<file path="config.mk">
export PLATFORM = sky130hd
export DESIGN_NAME = c1ms_cell
export DESIGN_NICKNAME = d
export VERILOG_FILES = /design/src/hdl/c1ms_pkg.sv /design/src/hdl/c1ms_ram.sv /design/src/hdl/c1ms_cell.sv
export SDC_FILE = /design/constraint.sdc
export NUM_CORES = 2
export LEC_CHECK = 0
export ABC_AREA = 1
export BUFFER_PORTS_ARGS = -buffer_cell sky130_fd_sc_hd__buf_2
export CAP_MARGIN = 20
export CORE_MARGIN = 2
export CORE_UTILIZATION = 45
export CTS_CLUSTER_SIZE = 20
export DETAILED_ROUTE_END_ITERATION = 6
export PLACE_DENSITY_LB_ADDON = 0.15
export SLEW_MARGIN = 20
export SYNTH_ARGS = -nofsm -noshare
export SYNTH_HDL_FRONTEND = slang
export SYNTH_HIERARCHICAL = 1
export SYNTH_SLANG_ARGS = --single-unit
</file>
<file path="constraint.sdc">
create_clock -name aclk -period 8.45 [get_ports aclk]
set_input_delay 0.4225 -clock aclk [delete_from_list [all_inputs] [get_ports aclk]]
set_output_delay 0.4225 -clock aclk [all_outputs]
set_load 0.01 [all_outputs]
</file>
<file path="src/hdl/c1ms_pkg.sv">
package c1ms_pkg;

    localparam int MAX_IN_CH  = 16;
    localparam int MAX_OUT_CH = 8;
    localparam int MAX_KERNEL = 8;
    localparam int MAX_WIDTH  = 1024;
    localparam int MAX_STRIDE = 8;

    localparam int IC_W    = (MAX_IN_CH > 1) ? $clog2(MAX_IN_CH) : 1;
    localparam int OC_W    = (MAX_OUT_CH > 1) ? $clog2(MAX_OUT_CH) : 1;
    localparam int K_W     = (MAX_KERNEL > 1) ? $clog2(MAX_KERNEL) : 1;
    localparam int POS_W   = $clog2(MAX_WIDTH);
    localparam int OW_W    = POS_W + 1;
    localparam int BASE_W  = POS_W + 5;
    localparam int WADDR_W = IC_W + K_W;
    localparam int RAM_DEPTH = 2 ** WADDR_W;

    localparam int SMP_W  = 16;
    localparam int BIAS_W = 32;
    localparam int PROD_W = 32;
    localparam int ACC_W  = 40;

    // cycles from the last tap issue until the far cell has its sum
    localparam int DRAIN   = MAX_OUT_CH + 3;
    localparam int DRAIN_W = $clog2(DRAIN + 1);

    typedef enum logic [1:0] {
        REQ_WEIGHT = 2'd0,
        REQ_BIAS   = 2'd1,
        REQ_SAMPLE = 2'd2,
        REQ_NONE   = 2'd3
    } req_t;

    typedef enum logic [2:0] {
        CFG_IN_CH  = 3'd0,
        CFG_OUT_CH = 3'd1,
        CFG_KSIZE  = 3'd2,
        CFG_STRIDE = 3'd3,
        CFG_PAD    = 3'd4,
        CFG_FWIDTH = 3'd5
    } cfg_idx_t;

    typedef enum logic [2:0] {
        ST_IDLE,
        ST_CHECK,
        ST_RUN,
        ST_WAIT,
        ST_OUT,
        ST_ERR
    } state_t;

    typedef struct packed {
        logic [1:0]         req_type;
        logic signed [31:0] data_value;
        logic [2:0]         dest_out_channel;
        logic [3:0]         dest_in_channel;
        logic [2:0]         dest_tap;
    } c1ms_in_t;

    typedef struct packed {
        logic signed [39:0] out_value;
        logic [2:0]         out_channel;
        logic [9:0]         out_position;
        logic               status;
        logic               run_last;
    } c1ms_out_t;

    // one tap travelling down the cell row
    typedef struct packed {
        logic                    vld;
        logic                    use_tap;
        logic                    first;
        logic [WADDR_W-1:0]      waddr;
        logic signed [SMP_W-1:0] sample;
    } tap_t;

    typedef struct packed {
        logic               we;
        logic [WADDR_W-1:0] addr;
        logic [SMP_W-1:0]   data;
    } wt_wr_t;

    function automatic logic signed [SMP_W-1:0] sat16(input logic signed [31:0] v);
        logic signed [SMP_W-1:0] r;
        if (v > 32'sd32767) begin
            r = 16'sh7fff;
        end else if (v < -32'sd32768) begin
            r = 16'sh8000;
        end else begin
            r = v[SMP_W-1:0];
        end
        return r;
    endfunction

endpackage

</file>
<file path="src/hdl/c1ms_ram.sv">
module c1ms_ram #(
    parameter int WIDTH = 16,
    parameter int DEPTH = 128,
    localparam int AW = (DEPTH > 1) ? $clog2(DEPTH) : 1
) (
    input  logic             aclk,
    input  logic             we,
    input  logic [AW-1:0]    waddr,
    input  logic [WIDTH-1:0] wdata,
    input  logic [AW-1:0]    raddr,
    output logic [WIDTH-1:0] rdata
);

    logic [WIDTH-1:0] mem [DEPTH];
    logic [WIDTH-1:0] rdata_reg;

    always_ff @(posedge aclk) begin
        if (we) begin
            mem[waddr] <= wdata;
        end
        rdata_reg <= mem[raddr];
    end

    assign rdata = rdata_reg;

endmodule

</file>
<file path="src/hdl/c1ms_cell.sv">
// One output channel: own weight RAM, bias and accumulator.
// Taps pass through a register to the next cell.
module c1ms_cell
    import c1ms_pkg::*;
(
    input  logic                    aclk,
    input  logic                    aresetn,
    input  wt_wr_t                  wt_wr,
    input  logic                    bias_we,
    input  logic signed [BIAS_W-1:0] bias_data,
    input  tap_t                    tap_in,
    output tap_t                    tap_out,
    output logic signed [ACC_W-1:0] acc
);

    tap_t                     tap_reg;
    logic                     vld2_reg;
    logic                     use2_reg;
    logic                     first2_reg;
    logic signed [PROD_W-1:0] prod_reg;
    logic signed [ACC_W-1:0]  acc_reg;
    logic signed [ACC_W-1:0]  acc_next;
    logic signed [BIAS_W-1:0] bias_reg;
    logic [SMP_W-1:0]         w_rdata;

    c1ms_ram #(
        .WIDTH(SMP_W),
        .DEPTH(RAM_DEPTH)
    ) u_wram (
        .aclk (aclk),
        .we   (wt_wr.we),
        .waddr(wt_wr.addr),
        .wdata(wt_wr.data),
        .raddr(tap_in.waddr),
        .rdata(w_rdata)
    );

    always_ff @(posedge aclk) begin
        if (!aresetn) begin
            tap_reg  <= '0;
            vld2_reg <= 1'b0;
        end else begin
            tap_reg  <= tap_in;
            vld2_reg <= tap_reg.vld;
        end
    end

    always_ff @(posedge aclk) begin
        use2_reg   <= tap_reg.use_tap;
        first2_reg <= tap_reg.first;
        prod_reg   <= tap_reg.sample * $signed(w_rdata);
        if (bias_we) begin
            bias_reg <= bias_data;
        end
        if (vld2_reg) begin
            acc_reg <= acc_next;
        end
    end

    always_comb begin
        acc_next = first2_reg ? ACC_W'(bias_reg) : acc_reg;
        if (use2_reg) begin
            acc_next = acc_next + ACC_W'(prod_reg);
        end
    end

    assign tap_out = tap_reg;
    assign acc     = acc_reg;

endmodule

</file>
==> results by group <==
Run status
  – Outcome: complete, but fails checks
  – Failing checks: DRC

STA
  – Setup Skew: ~0.077 ns
  – Final worst slack: ~2.2 ns
  – Final Hold Violating Endpoints: 0
  – Final slew viol count: 0
  – Clock period minus worst slack: just over 6 ns
  – Fmax: approximately 160 MHz
  – Unrepaired setup endpoints after global routing: false
  – Slew @ Worst Pin: ~1.3 ns
  – Slew HR: 10.25%
  – Setup TNS Final: 0 ns
  – Final setup viols: 0
  – Period utilization: about three quarters

Critical path
  – Worst setup path class: flop to flop
  – RR Startpoint: tap_out[15]$_SDFF_PN0_
  – CP startpoint kind: flop
  – R2R Path End: prod_reg[31]$_DFF_P_
  – R2r setup slk: 2.21 ns
  – Worst R2R Path Depth: 20
  – Worst Path Arrival: between 6 and 7 ns
  – CP startpoint: tap_out[15]$_SDFF_PN0_
  – CP endpoint: prod_reg[31]$_DFF_P_
  – CP Capture Type: flop
  – Required time worst endpoint: a little over 9 ns
  – CP Max Fanout: 17

Global route
  – Number of global-route vias before repair: 66220
  – Global-route wire length before repair: about 440000 um
  – Grt ovf: 0
  – Initial antenna violation count: 9
  – GRT Total Usage: between 20% and 30%
  – Largest net degree at the start of global routing: ~180

Yosys
  – Syn Inst Count: approximately 9000
  – Area contributors post-synth: edfxtp_1 (63%), nand3_1 (10%), nand2_1 (10%)
  – #FFs+latches synth: about 2200
  – Largest area contributor in the netlist: edfxtp_1
  – Yosys top cell area share: a little over three fifths
  – Library cells used by synthesis: 46
  – Synth Flop Type: edfxtp_1
  – Asr flop ratio synth: 0%
  – Post-synthesis instance area: ~0.10 mm^2
  – Post-synth EDFFs: ~2100
  – Syn_area_per_cell: between 10 and 15 um^2
  – Syn Nets: approximately 9600
  – Sequential area share after synthesis: 64.50%
  – Yosys warns: 6

Cells and area
  – Most frequent cells in the layout: nand2_1 (2766), edfxtp_1 (2120), nand3_1 (2090)
  – Synth-to-Final Area Change: 11.21%
  – Fraction of layout cells with a size suffix above 1: 8.088%
  – Final Instance Area: roughly 0.11 mm^2
  – Commonest non-fill, non-tap cell in the layout: nand2_1
  – Nets: 9741
  – Max FFs per register: around 2000

Placement
  – DP Area: around 0.10 mm^2
  – Gp weighted congestion: between 0.8 and 0.9
  – DP Worst Slack: about 2.2 ns
  – PortBufs: 150
  – DPL Wire Length: ~170000 um

Run
  – Max-cap viol count: 0

Hold path
  – Hold Path Depth: 3
  – Worst hold path type: primary input to flop

Drt
  – Vias: about 68000
  – Router iterations before antenna repair: 7
  – Wire per inst: approximately 24 um
  – Post-DR vias/cell: between 5 and 6
  – DRC: 2
  – Drt total wl: between 200000 and 300000 um
  – DR iter-0 viols: ~6700
  – Detail Route Antenna Nets: 0

Floorplanning
  – Die area: 0.2284 mm^2
  – Area of the core: approximately 0.22 mm^2
  – FP Rows: approximately 170
  – Io pins: between 150 and 200
  – Die W: about 480 um
  – Initial core utilization: about 45%
  – Die H: roughly 480 um

Power
  – Leakage dissipation: roughly 43 nW
  – Pwr Total: 30.15 mW
  – Maximum VDD drop: 357.5 uV
  – PD cells: around 270 mW/mm^2

Clock network
  – Clk slew on worst S/H paths: 0.07 ns
  – H-tree depth: 4
  – Clock Tree Root: clkbuf_16
  – CTS tree: done
  – Clk buf depth: 3
  – Worst-skew pair later-pin latency: ~0.91 ns
  – Clock sinks: approximately 2200
  – TritonCTS Buffers: around 230
[timing repair]
item                                   in CTS  in global routing
resized for setup                           0                  0
hold buffers                               55                  0
endpoints found under the hold margin      63                  0
buffers inserted                            0                  0
[metal layers]
metal	GRT usage [%]	up-vias	share of wire, %
met5	0	-	0
met4	8.349	0	3.4
met3	3.544	442	6.5
met2	41.54	2446	48
met1	35.12	34090	42
li1	-	31480	-
[power by group]
group | internal (mW) | leakage, nW | switching, mW
clock | 5.42 | 3.50 | 4.32
sequential | 12.2 | 19.7 | 0.194
combinational | 2.75 | 20.2 | 5.29
[final cells by class]
type / count / area (um^2)
inverters: 641 / 2440
fillers: 19700 / 110300
clock inverters: 132 / 1255
clock buffers: 283 / 5942
multi-input cells: 5801 / 30770
flip-flops and latches: 2197 / 65210
repair buffers: 405 / 3063
well taps: 2975 / 3722
diodes: 8 / 20.02
[metrics by stage]
stage	util [%]	hold slack, ns	instances
after CTS	50.46	0.01956	12430
after global routing	50.46	0.06013	12440
final	50.47	0.05249	12440
after global placement	46.98	0.3333	11960
after detailed placement	46.98	0.3351	11960
after floorplan	-	0.3817	9170
[cells by family (layout without fill, tap and decap cells)]
family | Yosys count | count (layout) | share of synthesized area [%]
AND/OR/NAND/NOR | 5202 | 5202 | 22.23
flip-flops | 2197 | 2197 | 64.50
buffers and inverters | 1172 | 1461 | 5.087
adder cells (fa/ha/maj) | 384 | 384 | 6.706
AO/OA/AOI/OAI | 142 | 142 | 0.7786
XOR/XNOR | 48 | 48 | 0.4159
multiplexers | 25 | 25 | 0.2773
other | 0 | 8 | 0
[worst min path at each step]
stage                           startpoint                           end  slack (ns)
global route                     wt_wr[12]  u_wram/mem[39][12]$_DFFE_PP_        0.06
detailed placement  tap_out[23]$_SDFF_PN0_            first2_reg$_DFF_P_        0.34
finish                          tap_in[16]        tap_out[16]$_SDFF_PN0_        0.05
CTS                             tap_in[16]        tap_out[16]$_SDFF_PN0_        0.02
global placement    tap_out[23]$_SDFF_PN0_            first2_reg$_DFF_P_        0.33
floorplan           tap_out[23]$_SDFF_PN0_            first2_reg$_DFF_P_        0.38
[critical path, cell delays in order, from the launching register on]
cell     delay (ns)
dfxtp_1        0.78
nand2_1        0.21
inv_1          0.17
fa_1           0.55
fa_1           0.92
fa_1           0.57
fa_1           0.52
inv_1          0.05
fa_1           0.49
inv_1          0.05
fa_1           0.43
ha_1           0.43
inv_1          0.09
nor3_1         0.27
nand2_1        0.11
nor3_1         0.14
nand2_1        0.08
nand3_1        0.12
inv_1          0.05
nand3_1        0.06
nand2_1        0.06
[synthesized netlist by cell type (2+ instances only)]
master	n
nand2_1	2770
edfxtp_1	2120
nand3_1	2090
inv_1	637
fa_1	263
buf_2	257
nor2_1	227
clkbuf_1	146
ha_1	121
dfxtp_1	77
buf_4	62
a21oi_1	61
o21ai_0	49
buf_1	42
xor2_1	26
mux2_2	24
nand2_2	24
buf_6	22
xnor2_1	22
nor3_1	20
nor2_2	19
nand4_1	14
nand3b_1	13
o21bai_1	10
a21o_1	6
o21ai_1	6
or2_2	6
nand3_2	5
nor3_2	5
o21ai_2	3
or2_1	3
a21boi_0	2
a21oi_2	2
and3_1	2
inv_2	2
nor2_4	2
(Power assumes the default switching activity.)
